===== src/glsr_pkg.sv =====
// ----------------------------------------------------------------------------
// glsr_pkg: shared definitions for the GF(2^8) secret recovery block
// Field arithmetic, configuration register indexes, sequencer state type and
// the status bundle passed from the coefficient unit to the top level.
// ----------------------------------------------------------------------------
package glsr_pkg;

  localparam int unsigned BYTE_W    = 8;
  localparam int unsigned SHARE_W   = 64;
  localparam int unsigned CNT_W     = 4;
  localparam int unsigned CFG_IDX_W = 8;
  localparam int unsigned STEP_W    = 3;

  // Low byte of the reducing polynomial x^8+x^4+x^3+x^2+1.
  localparam logic [BYTE_W-1:0] GF_POLY_LO = 8'h1D;
  // The inverse is taken as a^254.
  localparam logic [BYTE_W-1:0] INV_EXP    = 8'hFE;
  localparam logic [STEP_W-1:0] INV_LAST   = 3'd7;

  localparam logic [CFG_IDX_W-1:0] CFG_SHARE_COUNT  = 8'd0;
  localparam logic [CFG_IDX_W-1:0] CFG_SHARE_POINTS = 8'd1;

  typedef enum logic [1:0] {
    ST_IDLE,
    ST_PROD,
    ST_INV,
    ST_FIN
  } glsr_state_e;

  typedef struct packed {
    logic busy;
    logic points_error;
  } coef_status_t;

  // Carry-less multiply with reduction, one bit of b per step.
  function automatic logic [BYTE_W-1:0] gf_mul(input logic [BYTE_W-1:0] a,
                                               input logic [BYTE_W-1:0] b);
    logic [BYTE_W-1:0] acc;
    logic [BYTE_W-1:0] x;
    acc = '0;
    x   = a;
    for (int i = 0; i < BYTE_W; i++) begin
      if (b[i]) begin
        acc = acc ^ x;
      end
      x = {x[BYTE_W-2:0], 1'b0} ^ (x[BYTE_W-1] ? GF_POLY_LO : '0);
    end
    return acc;
  endfunction

endpackage


===== src/glsr_cell.sv =====
// ----------------------------------------------------------------------------
// glsr_cell: one lane of the recovery chain
// Multiplies its lane's share byte by the lane coefficient, adds it to the
// running sum from the previous cell and hands sum and shares onward.
// ----------------------------------------------------------------------------
module glsr_cell (
  input  logic                                clk_i,
  input  logic                                rst_ni,
  input  logic                                load_i,
  input  logic                                valid_i,
  input  logic [glsr_pkg::BYTE_W-1:0]         acc_i,
  input  logic [glsr_pkg::BYTE_W-1:0]         y_i,
  input  logic [glsr_pkg::BYTE_W-1:0]         coef_i,
  input  logic [glsr_pkg::SHARE_W-1:0]        shares_i,
  output logic                                valid_o,
  output logic [glsr_pkg::BYTE_W-1:0]         acc_o,
  output logic [glsr_pkg::SHARE_W-1:0]        shares_o
);

  logic                          valid_q;
  logic [glsr_pkg::BYTE_W-1:0]   acc_q, acc_d;
  logic [glsr_pkg::SHARE_W-1:0]  shares_q;

  assign acc_d = acc_i ^ glsr_pkg::gf_mul(y_i, coef_i);

  always_ff @(posedge clk_i or negedge rst_ni) begin
    if (!rst_ni) begin
      valid_q <= 1'b0;
    end else if (load_i) begin
      valid_q <= valid_i;
    end
  end

  always_ff @(posedge clk_i) begin
    if (load_i) begin
      acc_q    <= acc_d;
      shares_q <= shares_i;
    end
  end

  assign valid_o  = valid_q;
  assign acc_o    = acc_q;
  assign shares_o = shares_q;

endmodule


===== src/glsr_coef_unit.sv =====
// ----------------------------------------------------------------------------
// glsr_coef_unit: configuration registers and Lagrange coefficient sequencer
// Holds share count and points, and after each write to either recomputes every lane
// coefficient prod x_b / (x_a ^ x_b) with two shared field multipliers.
// ----------------------------------------------------------------------------
module glsr_coef_unit #(
  parameter int unsigned MAX_SHARES = 8
) (
  input  logic                                           clk_i,
  input  logic                                           rst_ni,
  input  logic                                           cfg_valid_i,
  input  logic [glsr_pkg::CFG_IDX_W-1:0]                 cfg_index_i,
  input  logic [glsr_pkg::SHARE_W-1:0]                   cfg_data_i,
  output logic [MAX_SHARES-1:0][glsr_pkg::BYTE_W-1:0]    coef_o,
  output glsr_pkg::coef_status_t                         status_o
);

  localparam int unsigned LW = $clog2(MAX_SHARES);
  localparam logic [LW-1:0] LAST_LANE = LW'(MAX_SHARES - 1);
  localparam logic [glsr_pkg::CNT_W-1:0] MAX_CNT = glsr_pkg::CNT_W'(MAX_SHARES);

  glsr_pkg::glsr_state_e state_q, state_d;

  logic [glsr_pkg::CNT_W-1:0]   count_q, count_d;
  logic [glsr_pkg::SHARE_W-1:0] points_q, points_d;
  logic [LW-1:0]                a_q, a_d, b_q, b_d;
  logic [glsr_pkg::STEP_W-1:0]  step_q, step_d;
  logic [glsr_pkg::BYTE_W-1:0]  num_q, num_d, den_q, den_d, r_q, r_d;
  logic                         dup_q, dup_d;
  logic [MAX_SHARES-1:0][glsr_pkg::BYTE_W-1:0] coef_q, coef_d;

  logic                         cfg_hit;
  logic [glsr_pkg::CNT_W-1:0]   k_eff;
  logic [glsr_pkg::BYTE_W-1:0]  xa, xb;
  logic                         a_used, b_used;
  logic [glsr_pkg::BYTE_W-1:0]  mul0_a, mul0_b, mul1_a, mul1_b, mul0_p, mul1_p;

  assign cfg_hit = cfg_valid_i && ((cfg_index_i == glsr_pkg::CFG_SHARE_COUNT) ||
                                   (cfg_index_i == glsr_pkg::CFG_SHARE_POINTS));

  always_comb begin
    if (count_q == '0) begin
      k_eff = glsr_pkg::CNT_W'(1);
    end else if (count_q > MAX_CNT) begin
      k_eff = MAX_CNT;
    end else begin
      k_eff = count_q;
    end
  end

  assign xa     = points_q[glsr_pkg::BYTE_W*a_q +: glsr_pkg::BYTE_W];
  assign xb     = points_q[glsr_pkg::BYTE_W*b_q +: glsr_pkg::BYTE_W];
  assign a_used = glsr_pkg::CNT_W'(a_q) < k_eff;
  assign b_used = glsr_pkg::CNT_W'(b_q) < k_eff;

  // Operand steering for the two shared multipliers.
  always_comb begin
    mul0_a = num_q;
    mul0_b = xb;
    mul1_a = den_q;
    mul1_b = xa ^ xb;
    unique case (state_q)
      glsr_pkg::ST_INV: begin
        mul0_a = r_q;
        mul0_b = den_q;
        mul1_a = den_q;
        mul1_b = den_q;
      end
      glsr_pkg::ST_FIN: begin
        mul0_a = num_q;
        mul0_b = r_q;
      end
      default: begin
      end
    endcase
  end

  assign mul0_p = glsr_pkg::gf_mul(mul0_a, mul0_b);
  assign mul1_p = glsr_pkg::gf_mul(mul1_a, mul1_b);

  // Next state.
  always_comb begin
    state_d = state_q;
    if (cfg_hit) begin
      state_d = glsr_pkg::ST_PROD;
    end else begin
      unique case (state_q)
        glsr_pkg::ST_IDLE: state_d = glsr_pkg::ST_IDLE;
        glsr_pkg::ST_PROD: if (b_q == LAST_LANE) state_d = glsr_pkg::ST_INV;
        glsr_pkg::ST_INV:  if (step_q == glsr_pkg::INV_LAST) state_d = glsr_pkg::ST_FIN;
        glsr_pkg::ST_FIN: begin
          state_d = (a_q == LAST_LANE) ? glsr_pkg::ST_IDLE : glsr_pkg::ST_PROD;
        end
        default: state_d = glsr_pkg::ST_IDLE;
      endcase
    end
  end

  // Datapath updates.
  always_comb begin
    count_d  = count_q;
    points_d = points_q;
    a_d      = a_q;
    b_d      = b_q;
    step_d   = step_q;
    num_d    = num_q;
    den_d    = den_q;
    r_d      = r_q;
    dup_d    = dup_q;
    coef_d   = coef_q;
    if (cfg_hit) begin
      if (cfg_index_i == glsr_pkg::CFG_SHARE_COUNT) begin
        count_d = cfg_data_i[glsr_pkg::CNT_W-1:0];
      end else begin
        points_d = cfg_data_i;
      end
      a_d   = '0;
      b_d   = '0;
      num_d = glsr_pkg::BYTE_W'(1);
      den_d = glsr_pkg::BYTE_W'(1);
      dup_d = 1'b0;
    end else begin
      unique case (state_q)
        glsr_pkg::ST_PROD: begin
          if ((b_q != a_q) && b_used) begin
            num_d = mul0_p;
            den_d = mul1_p;
            if (a_used && (xa == xb)) begin
              dup_d = 1'b1;
            end
          end
          b_d    = b_q + LW'(1);
          step_d = '0;
          r_d    = glsr_pkg::BYTE_W'(1);
        end
        glsr_pkg::ST_INV: begin
          // Square-and-multiply over the exponent bits, lowest first.
          if (glsr_pkg::INV_EXP[step_q]) begin
            r_d = mul0_p;
          end
          den_d  = mul1_p;
          step_d = step_q + glsr_pkg::STEP_W'(1);
        end
        glsr_pkg::ST_FIN: begin
          coef_d[a_q] = a_used ? mul0_p : '0;
          a_d   = a_q + LW'(1);
          b_d   = '0;
          num_d = glsr_pkg::BYTE_W'(1);
          den_d = glsr_pkg::BYTE_W'(1);
        end
        default: begin
        end
      endcase
    end
  end

  always_ff @(posedge clk_i or negedge rst_ni) begin
    if (!rst_ni) begin
      state_q  <= glsr_pkg::ST_IDLE;
      count_q  <= glsr_pkg::CNT_W'(1);
      points_q <= '0;
      dup_q    <= 1'b0;
      // Coefficients of the reset configuration: one lane, weight one.
      coef_q   <= (MAX_SHARES*glsr_pkg::BYTE_W)'(1);
    end else begin
      state_q  <= state_d;
      count_q  <= count_d;
      points_q <= points_d;
      dup_q    <= dup_d;
      coef_q   <= coef_d;
    end
  end

  always_ff @(posedge clk_i) begin
    a_q    <= a_d;
    b_q    <= b_d;
    step_q <= step_d;
    num_q  <= num_d;
    den_q  <= den_d;
    r_q    <= r_d;
  end

  // Equal points zero every coefficient, so the chain sums to zero.
  always_comb begin
    for (int i = 0; i < MAX_SHARES; i++) begin
      coef_o[i] = dup_q ? '0 : coef_q[i];
    end
  end

  assign status_o.busy         = (state_q != glsr_pkg::ST_IDLE) || cfg_valid_i;
  assign status_o.points_error = dup_q;

endmodule


===== src/gf256_lagrange_secret_recover.sv =====
// ----------------------------------------------------------------------------
// gf256_lagrange_secret_recover: Shamir secret byte recovery over GF(2^8)
//
// Write share_count (index 0) and share_points (index 1) on the cfg channel,
// which is always ready. Each write starts a recomputation of the lane
// coefficients with the shared multiplier pair of the coefficient unit;
// s_axis_tready_o stays low meanwhile. After reset the coefficients of the
// reset configuration are already in place and no recomputation runs.
// One s_axis transaction carries the eight share bytes of a pixel; one
// m_axis transaction returns the secret byte with the equal-points flag.
// The data path is a chain of MAX_SHARES registered cells, one per lane;
// while no recomputation runs and the receiver keeps up, one item is taken
// every cycle. When the receiver stalls, the last cell holds its result
// while earlier cells keep filling up to close any bubbles; input is
// refused only once the whole chain is full.
// ----------------------------------------------------------------------------
module gf256_lagrange_secret_recover #(
  parameter int unsigned MAX_SHARES = 8
) (
  input  logic                                   clk_i,
  input  logic                                   rst_ni,
  // Configuration write channel.
  input  logic                                   cfg_valid_i,
  output logic                                   cfg_ready_o,
  input  logic [glsr_pkg::CFG_IDX_W-1:0]         cfg_index_i,
  input  logic [glsr_pkg::SHARE_W-1:0]           cfg_data_i,
  // Share stream.
  input  logic                                   s_axis_tvalid_i,
  output logic                                   s_axis_tready_o,
  // tdata: share_0 [7:0], share_1 [15:8], ... share_7 [63:56].
  input  logic [glsr_pkg::SHARE_W-1:0]           s_axis_tdata_i,
  // Secret stream.
  output logic                                   m_axis_tvalid_o,
  input  logic                                   m_axis_tready_i,
  // tdata: secret_byte [7:0].
  output logic [glsr_pkg::BYTE_W-1:0]            m_axis_tdata_o,
  // tuser: points_error [0].
  output logic                                   m_axis_tuser_o
);

  logic [MAX_SHARES-1:0][glsr_pkg::BYTE_W-1:0] coef;
  glsr_pkg::coef_status_t                      status;

  logic [MAX_SHARES-1:0]        valid;
  logic [MAX_SHARES-1:0]        load;
  logic [glsr_pkg::BYTE_W-1:0]  acc    [MAX_SHARES];
  logic [glsr_pkg::SHARE_W-1:0] shares [MAX_SHARES];

  glsr_coef_unit #(
    .MAX_SHARES (MAX_SHARES)
  ) u_coef (
    .clk_i       (clk_i),
    .rst_ni      (rst_ni),
    .cfg_valid_i (cfg_valid_i),
    .cfg_index_i (cfg_index_i),
    .cfg_data_i  (cfg_data_i),
    .coef_o      (coef),
    .status_o    (status)
  );

  assign cfg_ready_o     = 1'b1;
  assign s_axis_tready_o = load[0] && !status.busy;

  for (genvar k = 0; k < MAX_SHARES; k++) begin : g_cell
    // A cell may take new data when it is empty or its successor moves on.
    if (k == MAX_SHARES - 1) begin : g_last
      assign load[k] = !valid[k] || m_axis_tready_i;
    end else begin : g_mid
      assign load[k] = !valid[k] || load[k+1];
    end

    if (k == 0) begin : g_head
      glsr_cell u_cell (
        .clk_i    (clk_i),
        .rst_ni   (rst_ni),
        .load_i   (load[k]),
        .valid_i  (s_axis_tvalid_i && s_axis_tready_o),
        .acc_i    ('0),
        .y_i      (s_axis_tdata_i[glsr_pkg::BYTE_W-1:0]),
        .coef_i   (coef[k]),
        .shares_i (s_axis_tdata_i),
        .valid_o  (valid[k]),
        .acc_o    (acc[k]),
        .shares_o (shares[k])
      );
    end else begin : g_body
      glsr_cell u_cell (
        .clk_i    (clk_i),
        .rst_ni   (rst_ni),
        .load_i   (load[k]),
        .valid_i  (valid[k-1]),
        .acc_i    (acc[k-1]),
        .y_i      (shares[k-1][glsr_pkg::BYTE_W*k +: glsr_pkg::BYTE_W]),
        .coef_i   (coef[k]),
        .shares_i (shares[k-1]),
        .valid_o  (valid[k]),
        .acc_o    (acc[k]),
        .shares_o (shares[k])
      );
    end
  end

  assign m_axis_tvalid_o = valid[MAX_SHARES-1];
  assign m_axis_tdata_o  = acc[MAX_SHARES-1];
  assign m_axis_tuser_o  = status.points_error;

endmodule

===== config.mk =====
export PLATFORM = sky130hd
export DESIGN_NAME = gf256_lagrange_secret_recover
export DESIGN_NICKNAME = d
export VERILOG_FILES = /design/src/glsr_pkg.sv /design/src/glsr_cell.sv /design/src/glsr_coef_unit.sv /design/src/gf256_lagrange_secret_recover.sv
export SDC_FILE = /design/constraint.sdc
export NUM_CORES = 1
export LEC_CHECK = 0
export ABC_AREA = 1
export BUFFER_PORTS_ARGS = -buffer_cell sky130_fd_sc_hd__buf_2
export CAP_MARGIN = 25
export CELL_PAD_IN_SITES_DETAIL_PLACEMENT = 0
export CELL_PAD_IN_SITES_GLOBAL_PLACEMENT = 1
export CORE_MARGIN = 1
export CORE_UTILIZATION = 48
export DETAILED_ROUTE_END_ITERATION = 16
export PLACE_DENSITY = 0.93
export SYNTH_ARGS = -nofsm -noshare
export SYNTH_HDL_FRONTEND = slang
export SYNTH_SLANG_ARGS = --single-unit

===== constraint.sdc =====
create_clock -name clk_i -period 19.35 [get_ports clk_i]
set_input_delay 4.8375 -clock clk_i [delete_from_list [all_inputs] [get_ports clk_i]]
set_output_delay 4.8375 -clock clk_i [all_outputs]
set_load 0.03 [all_outputs]

# ---- Word level (Yosys, flattened, before mapping)
# Memory sizes are Yosys's and may differ from the RTL's. A register that Yosys moved wholly into a read port is not among the register bits.
# Cells that the tools add are included.
dict set report classes {
  addsub 3
  magnitude_cmp 6
  n_eq_ne 13
  n_shift 2
  n_mux 186
  bitwise_logic 150
  reduce_logical 44
}
# cell count
set ops {}
lappend ops {{$xor A8 B8 Y8} 148}
lappend ops {{$mux W8} 95}
lappend ops {{$mux W5} 70}
lappend ops {{$shiftx A64 B7 Y8} 2}
lappend ops {{$bwmux W64} 1}
lappend ops {{$pmux W8 S2} 3}
lappend ops {{$demux W8 S3} 1}
lappend ops {{$pmux W8 S3} 1}
lappend ops {{$reduce_and A2 Y1} 7}
lappend ops {{$pmux W3 S2} 2}
lappend ops {{$reduce_bool A2 Y1} 6}
lappend ops {{$logic_or A1 B1 Y1} 10}
lappend ops {{$add A3 B1 Y3 const B} 3}
lappend ops {{$eq A3 B3 Y1 const B} 3}
lappend ops {{$logic_not A1 Y1} 9}
lappend ops {{$eq A8 B1 Y1 const B} 1}
lappend ops {{$eq A8 B8 Y1} 1}
lappend ops {{$logic_not A8 Y1} 1}
lappend ops {{$lt A3 B4 Y1} 2}
lappend ops {{$lt A3 B4 Y1 const B} 2}
lappend ops {{$mux W4} 2}
lappend ops {{$pmux W2 S4} 1}
lappend ops {{$logic_and A1 B1 Y1} 6}
lappend ops {{$mux W1} 6}
lappend ops {{other kinds (14)} 21}
dict set report word_totals {
  regBits 688
  romBits 8
  inputBits 141
  out_inout_bits 12
  wordCells 446
  n_memories 1
}
# name words word_bits read_ports rd_ports_with_merged_regs write_ports line
set memory_table {}
lappend memory_table {{(no name shown)} 8 1 1 1 0 glsr_coef_unit.sv:138} ;# if (glsr_pkg::INV_EXP[step_q]) begin

# ---- Longest topological paths before layout
# Gate-level depths: netlist of run 1.
dict set report depth {
  ltp_word 20
  depth_mapped 23
  mapped_depth_nobuf 21
}

# ---- By module
# A second synthesis of run 1 with hierarchy kept.
dict set report unflattened {
  cells_unflattened 4980
  hier_area_um2 42948.7
}
# module instances cells_per_inst area_per_inst_um2 seq_area_each_um2
set by_module_without_submodules {}
lappend by_module_without_submodules {glsr_cell 8 390 3809.9 2187.1}
lappend by_module_without_submodules {glsr_coef_unit 1 1840 12346.8 4171.5}
lappend by_module_without_submodules {gf256_lagrange_secret_recover 1 20 122.6 0.0}

# ---- Worst setup path before layout of run 1
# OpenSTA, ideal clock, no wires.
dict set report synth_path {
  path_kind {input-to-output}
  start {in m_axis_tready_i}
  end {out s_axis_tready_o}
  t_arrival_ps 12161
  t_required_ps 14512
  setup_slack_ps 2351
  stages 18
  path_buffers 0
  path_cell_list {nor2_1 -> inv_1 -> nor2_1 -> inv_1 -> nor2_1 -> inv_1 -> nor2_1 -> inv_1 -> nor2_1 -> inv_1 -> nor2_1 -> inv_1 -> nor2_1 -> inv_1 -> nor2_1 -> inv_1 -> nand2_1 -> nor2_1}
}
dict set report synth_between {
  elab_chain_cells 9
}
# element line
set synth_lines {}
lappend synth_lines {{start: declaration} gf256_lagrange_secret_recover.sv:34} ;# input logic m_axis_tready_i,
lappend synth_lines {{$logic_or A1 B1 Y1} gf256_lagrange_secret_recover.sv:67} ;# assign load[k] = !valid[k] || m_axis_tready_i;
lappend synth_lines {{net g_cell[7].g_body.u_cell.load_i} glsr_cell.sv:9} ;# input logic load_i,
lappend synth_lines {{$logic_or A1 B1 Y1} gf256_lagrange_secret_recover.sv:69} ;# assign load[k] = !valid[k] || load[k+1];
lappend synth_lines {{net g_cell[6].g_body.u_cell.load_i} glsr_cell.sv:9}
lappend synth_lines {{$logic_or A1 B1 Y1} gf256_lagrange_secret_recover.sv:69}
lappend synth_lines {{net g_cell[5].g_body.u_cell.load_i} glsr_cell.sv:9}
lappend synth_lines {{$logic_or A1 B1 Y1} gf256_lagrange_secret_recover.sv:69}
lappend synth_lines {{net g_cell[4].g_body.u_cell.load_i} glsr_cell.sv:9}
lappend synth_lines {{$logic_or A1 B1 Y1} gf256_lagrange_secret_recover.sv:69}
lappend synth_lines {{net g_cell[3].g_body.u_cell.load_i} glsr_cell.sv:9}
lappend synth_lines {{$logic_or A1 B1 Y1} gf256_lagrange_secret_recover.sv:69}
lappend synth_lines {{net g_cell[2].g_body.u_cell.load_i} glsr_cell.sv:9}
lappend synth_lines {{$logic_or A1 B1 Y1} gf256_lagrange_secret_recover.sv:69}
lappend synth_lines {{net g_cell[1].g_body.u_cell.load_i} glsr_cell.sv:9}
lappend synth_lines {{$logic_or A1 B1 Y1} gf256_lagrange_secret_recover.sv:69}
lappend synth_lines {{net g_cell[0].g_head.u_cell.load_i} glsr_cell.sv:9}
lappend synth_lines {{$logic_and A1 B1 Y1} gf256_lagrange_secret_recover.sv:62} ;# assign s_axis_tready_o = load[0] && !status.busy;
lappend synth_lines {{end: declaration} gf256_lagrange_secret_recover.sv:29} ;# output logic s_axis_tready_o,
# The timed path passes the listed nets, and every way through them passes these cells.

# ---- Worst setup path in the final report of run 1
# Ends and elaborated chain as after synthesis.

==> results by group, run 1 <==
Clock network
  – Root Buffer: clkbuf_16
  – Post-CTS Repair Setup Buffers: 0
  – Longest Clk Path Bufs: 3
  – H-Tree Depth: 2
  – Post-cts sizing count: 0
  – CTS tree: done
  – Clk pin slew, worst setup/hold paths: 60 ps
  – CTS sink cnt: 465
  – Clock latency on the worst-skew pair: 610 ps
  – TritonCTS buffer count: 50
  – Cts-stage hold buffer count: 0

Setup path
  – Register-to-Register Setup Slack: 13660 ps
  – CP Class: input port to output pin
  – RR Startpoint: g_cell[7].g_body.u_cell.valid_o$_DFFE_PN0P_
  – Crit path DAT: 9550 ps
  – CP cell instances: buf_2 -> nor2_1 -> inv_1 -> nor2_1 -> inv_1 -> nor2_1 -> inv_1 -> nor2_1 -> inv_1 -> nor2_1 -> inv_1 -> buf_4 -> nor2_1 -> inv_2 -> buf_4 -> nor2_1 -> inv_2 -> buf_4 -> nor2_1 -> inv_2 -> nand2_1 -> nor2_1 -> buf_2
  – Crit path largest cell delay: 710 ps
  – Critical path's slowest cell: inv_1
  – CP most frequent cell: nor2_1
  – Top delay family on crit path: buffers and inverters
  – Crit path launch type: input port
  – Crit end category: output pin
  – Largest fanout on the critical path: 58
  – R2R depth: 21
  – Crit path buf inv count: 13
  – Data required, critical path: 14510 ps
  – Worst r2r dst: g_cell[0].g_head.u_cell.shares_o[12]$_DFFE_PP_

Synthesis
  – Syn nets: 3632
  – Top cell type's share of synthesized area: 30.5%
  – Post-synth top flop: edfxtp_1
  – Fraction of registers with async set/reset: 30.8%
  – Post-Syn Area: 29400 um^2
  – Area leader, netlist: edfxtp_1
  – Library cells used by synthesis: 54
  – Syn. warnings: 0
  – Synth top area cells: edfxtp_1 30%, dfrtp_1 12%, xor2_1 12%, nand2_1 11%, xnor2_1 9.4%
  – EDFF count, synth: 299
  – Register bit total from synthesis: 465
  – Post-synthesis sequential area ratio: 44.2%
  – Post-Synthesis Cells: 3475
  – Syn Area/Cell: 8.47 um^2

Global routing
  – Initial antenna violation count: 0
  – Global-route wire length before repair: 109000 um
  – Total GRT Usage: 21.7%
  – Vias in the first global route: 21000
  – Pin count of the biggest net entering global routing: 75
  – Total global routing overflow: 0

Power and ir drop
  – Power, Total: 0.00568 W
  – Sequential power share: 25.4%
  – Comb power frac: 57.4%
  – Pwr/cell area: 174 nW/um^2
  – Pint: 0.00298 W
  – Max VDD drop: 0.112 mV
  – Switch Pwr: 0.00270 W
  – Clock Power Share: 17.1%
  – Net Sw Frac: 47.5%
  – P_leak: 14.9 nW

Job
  – Max cap viols: 0

Placement
  – Cells after DPL: 4340
  – Dpl hpwl: 49600 um
  – Placer Congestion: 0.906
  – I/O Buffers: 151

Layout
  – Diodes inserted: 0
  – Nets: 3767
  – Commonest cells after routing, fill and taps aside: 888 x nand2_1, 448 x nor2_1, 388 x xor2_1
  – Fillers: 5511
  – Most common cell after layout, fill and taps aside: nand2_1
  – Final Non-Filler Cells: 4433
  – Area delta synth->final: 10.7%
  – Layout cells sized above 1: 10.0%

STA
  – Tightest Pin Transition: 1010 ps
  – Post-route minimum period: 14390 ps
  – Final Skew: 35.6 ps
  – Fmax: 69.5 MHz
  – Count of final setup violators: 0
  – Fin Setup TNS: 0 ps
  – Final slew viol count: 0
  – Unrepaired setup endpoints after global routing: false
  – Fraction of the cycle the final worst path needs: 74.4%
  – Hold Fails Final Rpt: 0
  – Rel. slew slack: 32.4%

Worst hold path
  – Hold Crit Start: g_cell[3].g_body.u_cell.shares_o[60]$_DFFE_PP_
  – Hold path cells: 0
  – Hold-critical path endpoint: g_cell[4].g_body.u_cell.shares_o[60]$_DFFE_PP_
  – Hold Crit Class: register to register

Drt
  – DR vias: 22100
  – Starting DRT DRC Count: 1420
  – Antenna viol nets, final: 0
  – Total Wirelength: 68000 um
  – Drt via density: 4.98
  – DR WL/cell: 15.3 um
  – Detailed-route DRC error count: 0
  – DRT Pass-1 Iters: 6

Floorplanning
  – Die Y: 250 um
  – Row cnt: 90
  – Core area: 60500 um^2
  – # IOs: 153
  – Die W: 250 um
  – Starting Density: 48.7%
  – Die area: 62300 um^2

Status
  – Outcome: finished clean
stage by stage:
step                setup WS [ps]  area (um^2)  utilization, %  hold slack [ps]
CTS                          4700        32600            53.9              414
floorplan                    2350        29400               -              400
global placement             4910        30900            51.1              402
global route                 4290        32600            53.9              418
finish                       4960        32600            53.9              412
detailed placement           4720        30900            51.1              405
registers in the layout, indices dropped and copies added (netlist names), named ones only:
signal	cells
g_cell.g_body.u_cell.shares_o	168
u_coef.den_q	8
g_cell.g_body.u_cell.acc_o	56
u_coef.num_q	8
u_coef.coef_q	64
u_coef.dup_q	1
g_cell.g_head.u_cell.shares_o	56
g_cell.g_body.u_cell.valid_o	7
u_coef.state_q	2
u_coef.count_q	4
g_cell.g_head.u_cell.acc_o	8
g_cell.g_head.u_cell.valid_o	1
u_coef.a_q	3
u_coef.r_q	8
u_coef.b_q	3
u_coef.points_q	64
u_coef.step_q	3
routing by layer:
metal / global-route usage [%] / wire [um] / vias to the layer above
li1: - / - / 11200
met1: 30.3 / 31900 / 10300
met2: 35.6 / 31500 / 509
met3: 2.81 / 3060 / 103
met4: 5.52 / 1430 / 0
met5: 0 / 0 / -
Yosys cell counts (15+ instances only):
master	instances
nand2_1	889
nor2_1	448
xor2_1	388
inv_1	363
xnor2_1	315
edfxtp_1	299
nand3_1	174
dfrtp_1	141
mux2_2	60
o21ai_0	60
o21ai_1	37
a21oi_1	36
clkbuf_1	36
buf_2	26
dfxtp_1	23
o211ai_1	17
ha_1	16
nand4_1	15
kinds of logic (layout without fill, tap and decap cells):
logic type | after synthesis | in the layout | share of synthesized area [%]
AOI/OAI and AO/OA | 171 | 171 | 3.31
DFF | 465 | 465 | 44.2
and+or+nand+nor | 1584 | 1584 | 21.7
xor gates and xnor gates | 713 | 713 | 21.5
buffers and inverters | 465 | 641 | 6.27
muxes | 60 | 60 | 2.29
other | 1 | 1 | 0.0127
adders and majority gates | 16 | 16 | 0.680
power groups by stage:
| stage | Clock (W) | Combinational [W] | Sequential (W) |
|---|---|---|---|
| 2_1_floorplan | 0 | 0.00252 | 0.00141 |
| 3_3_place_gp | 0 | 0.00318 | 0.00146 |
| 3_5_place_dp | 0 | 0.00323 | 0.00146 |
| 4_1_cts | 0.000994 | 0.00324 | 0.00144 |
| 5_1_grt | 0.00103 | 0.00367 | 0.00146 |
| 6_report | 0.000974 | 0.00326 | 0.00145 |
worst max path at each step:
stage / start / end / slack (ps) / depth (start not counted)
2_1_floorplan: m_axis_tready_i / s_axis_tready_o / 2350 / 18
3_3_place_gp: m_axis_tready_i / s_axis_tready_o / 4910 / 23
3_5_place_dp: m_axis_tready_i / s_axis_tready_o / 4720 / 23
4_1_cts: m_axis_tready_i / s_axis_tready_o / 4700 / 23
5_1_grt: m_axis_tready_i / s_axis_tready_o / 4290 / 23
6_report: m_axis_tready_i / s_axis_tready_o / 4960 / 23
worst register-to-register path, cell delays in order, from the launching register on:
cell     delay (ps)
dfrtp_1         370
inv_1            50
nor2_1           30
inv_1           240
nor2_1           70
inv_1           500
nor2_1           90
inv_1           710
nor2_1           80
inv_1           110
nor2_1           50
inv_1            40
buf_4           420
nor2_1          110
inv_2            60
buf_4           500
nor2_1          120
inv_2            70
buf_4           570
nor2_1          110
inv_2           280
buf_4           620
layout make-up:
cell class,count,area [um^2],area share (%)
multi-input cells,2545,14600,44.7
well taps,782,978,3.00
inverters,380,1430,4.38
clock buffers,67,1410,4.32
clock inverters,26,287,0.879
repair buffers,168,890,2.73
flip-flops and latches,465,13000,39.9
(Power assumes the default switching activity.)
==> inputs of run 2 (changes only) <==
==> constraint.sdc (replaced) <==
create_clock -name clk_i -period 14.4 [get_ports clk_i]
set_input_delay 3.6 -clock clk_i [delete_from_list [all_inputs] [get_ports clk_i]]
set_output_delay 3.6 -clock clk_i [all_outputs]
set_load 0.03 [all_outputs]
==> results by group, run 2 (synthesis gave the netlist of run 1 again) <==
Status
  – Outcome: finished clean

Setup path
  – Data required, critical path: 10800 ps (-3710 ps)
  – Critical path's slowest cell: inv_1
  – CP cell instances: buf_2 -> nor2_1 -> inv_1 -> nor2_1 -> inv_1 -> nor2_1 -> inv_1 -> nor2_1 -> inv_1 -> buf_4 -> nor2_1 -> inv_1 -> nor2_1 -> inv_2 -> buf_4 -> nor2_1 -> inv_2 -> nor2_1 -> clkinvlp_4 -> buf_4 -> nand2_1 -> nor2_1 -> buf_2
  – R2R depth: 24 (+14%)
  – Cell count along the critical path: 23 (unchanged)
  – CP most frequent cell: nor2_1
  – Crit path launch type: input port
  – Crit path DAT: 8400 ps (-1150 ps)
  – Crit path buf inv count: 13 (unchanged)
  – CP Class: input port to output pin
  – Register-to-Register Setup Slack: 9300 ps (-4360 ps)
  – Crit path largest cell delay: 730 ps (+20 ps)
  – Top delay family on crit path: buffers and inverters
  – Crit end category: output pin
  – Largest fanout on the critical path: 66 (+14%)

STA
  – Fin Setup TNS: 0 ps (unchanged)
  – Fraction of the cycle the final worst path needs: 83.4%
  – Hold Fails Final Rpt: 0 (unchanged)
  – Crit path setup slack, layout: 2400 ps (-2560 ps)
  – Post-route minimum period: 12000 ps
  – Fmax: 83.3 MHz
  – Count of final setup violators: 0 (unchanged)
  – Rel. slew slack: 35.5% (+3.1 points)
  – Unrepaired setup endpoints after global routing: false
  – Final Skew: 37.4 ps (+1.80 ps)
  – Final slew viol count: 0 (unchanged)
  – Hold Slack: 384 ps (-27.6 ps)
  – Tightest Pin Transition: 961 ps (-45.9 ps)

Placement
  – Setup WS pre-CTS: 2310 ps (-2410 ps)
  – I/O Buffers: 151 (unchanged)
  – Placer Congestion: 0.919 (+1.4%)
  – Dpl hpwl: 49700 um (about the same)
  – Placed Area: 30900 um^2 (about the same)

Power and ir drop
  – Comb power frac: 57.7% (+0.3 points)
  – P_leak: 14.9 nW (about the same)
  – Sequential power share: 25.2% (-0.2 points)
  – Clock Power Share: 17.2% (about the same)
  – Max VDD drop: 0.208 mV (+85%)
  – Pwr/cell area: 236 nW/um^2 (+35%)
  – Net Sw Frac: 48.1% (+0.62 points)
  – Switch Pwr: 0.00371 W (+37%)
  – Pint: 0.00399 W (+34%)

Layout
  – Final core utilization: 54.0% (+0.070 points)
  – Register area: 13000 um^2 (unchanged)
  – Most common cell after layout, fill and taps aside: nand2_1
  – Multi-input gate area: 14600 um^2 (unchanged)
  – Max FFs per register: 168 (unchanged)
  – Commonest cells after routing, fill and taps aside: 888 x nand2_1, 448 x nor2_1, 388 x xor2_1
  – Fillers: 5468 (-0.78%)
  – Nets: 3768 (+0.027%)
  – Area delta synth->final: 10.9%
  – Layout cells sized above 1: 10.1% (+0.074 points)
  – Design area: 32600 um^2 (+0.13%)

Clock network
  – H-Tree Depth: 2 (unchanged)
  – Post-cts sizing count: 0 (unchanged)
  – Clock latency on the worst-skew pair: 610 ps (about the same)
  – CTS tree: done
  – TritonCTS buffer count: 51 (+2.0%)
  – Longest Clk Path Bufs: 3 (unchanged)
  – Post-CTS Repair Setup Buffers: 0 (unchanged)
  – Cts-stage hold buffer count: 0 (unchanged)
  – CTS sink cnt: 465 (unchanged)
  – Clk pin slew, worst setup/hold paths: 60 ps (about the same)
  – Root Buffer: clkbuf_16

Drt
  – Wl on met1: 31500 um (-1.2%)
  – Antenna viol nets, final: 0 (unchanged)
  – DR WL/cell: 15.5 um (+1.2%)
  – DRT Pass-1 Iters: 5 (-1)
  – Detailed-route DRC error count: 0 (unchanged)
  – DR WL met3: 3870 um (+26%)
  – Total Wirelength: 68800 um (+1.3%)
  – DR vias: 22000 (-0.25%)
  – Top routing layer in use: met4
  – Drt via density: 4.96 (-0.34%)
  – Starting DRT DRC Count: 1691 (+19%)
  – Met2 routed WL: 31700 um (+0.49%)

Global routing
  – Initial antenna violation count: 1 (+1)
  – Global-route wire length before repair: 110000 um (+1.1%)
  – Total GRT Usage: 22.1% (+0.38 points)
  – Total global routing overflow: 0 (unchanged)
  – Pin count of the biggest net entering global routing: 75 (unchanged)
  – Vias in the first global route: 21200 (+1.1%)

Floorplanning
  – Row cnt: 90 (unchanged)
  – Die W: 250 um (unchanged)
  – # IOs: 153 (unchanged)
  – Die area: 62300 um^2 (unchanged)
  – Core area: 60500 um^2 (unchanged)
  – Die Y: 250 um (unchanged)
  – Starting Density: 48.7% (unchanged)

Worst hold path
  – Hold Crit Class: register to register
  – Hold path cells: 0 (unchanged)

Job
  – Max cap viols: 0 (unchanged)
## run 2: routing by layer
layer,GRT usage (%),vias to the layer above
met5,0,-
met4,6.65,0
met3,3.54,111
met2,35.9,527
met1,30.2,10200
li1,-,11100
## run 2: worst paths after layout
| kind | from | endpoint |
|---|---|---|
| worst min-delay path | g_cell[3].g_body.u_cell.shares_o[54]$_DFFE_PP_ | g_cell[4].g_body.u_cell.shares_o[54]$_DFFE_PP_ |
| worst min register to register | g_cell[3].g_body.u_cell.shares_o[54]$_DFFE_PP_ | g_cell[4].g_body.u_cell.shares_o[54]$_DFFE_PP_ |
| max in group asynchronous | rst_ni | u_coef.count_q[0]$_DFFE_PN1P_ |
| worst max register to register | g_cell[7].g_body.u_cell.valid_o$_DFFE_PN0P_ | g_cell[0].g_head.u_cell.valid_o$_DFFE_PN0P_ |
| min in group asynchronous | rst_ni | u_coef.points_q[5]$_DFFE_PN0P_ |
| worst max-delay path | m_axis_tready_i | s_axis_tready_o |
## run 2: power by group through the flow
| stage | registers, W | logic [W] | clock network (W) |
|---|---|---|---|
| after global placement | 0.00196 | 0.00431 | 0 |
| final | 0.00194 | 0.00444 | 0.00132 |
| after global routing | 0.00196 | 0.00495 | 0.00140 |
| after floorplan | 0.00189 | 0.00339 | 0 |
| after detailed placement | 0.00196 | 0.00437 | 0 |
| after CTS | 0.00194 | 0.00439 | 0.00135 |
## run 2: layout make-up
type | instances | share of cell area, %
clock inverter | 34 | 1.12
inverter | 380 | 4.39
clock buffer | 62 | 4.13
multi-input combinational | 2545 | 44.7
tap | 782 | 3.00
timing repair buffer | 168 | 2.79
sequential | 465 | 39.9
antenna | 1 | 0.00767
## run 2: metrics by stage
| step | power (W) | cells |
|---|---|---|
| CTS | 0.00768 | 4435 |
| finish | 0.00770 | 4437 |
| floorplan | 0.00528 | 3475 |
| global placement | 0.00627 | 4339 |
| global route | 0.00831 | 4437 |
| detailed placement | 0.00633 | 4339 |
## run 2: worst reg2reg max path: cells and delay by family (launching register included)
| kind | cells | cell delay, ps |
|---|---|---|
| buf+inv | 12 | 3460 |
| simple gates | 12 | 1210 |
| flops | 1 | 370 |
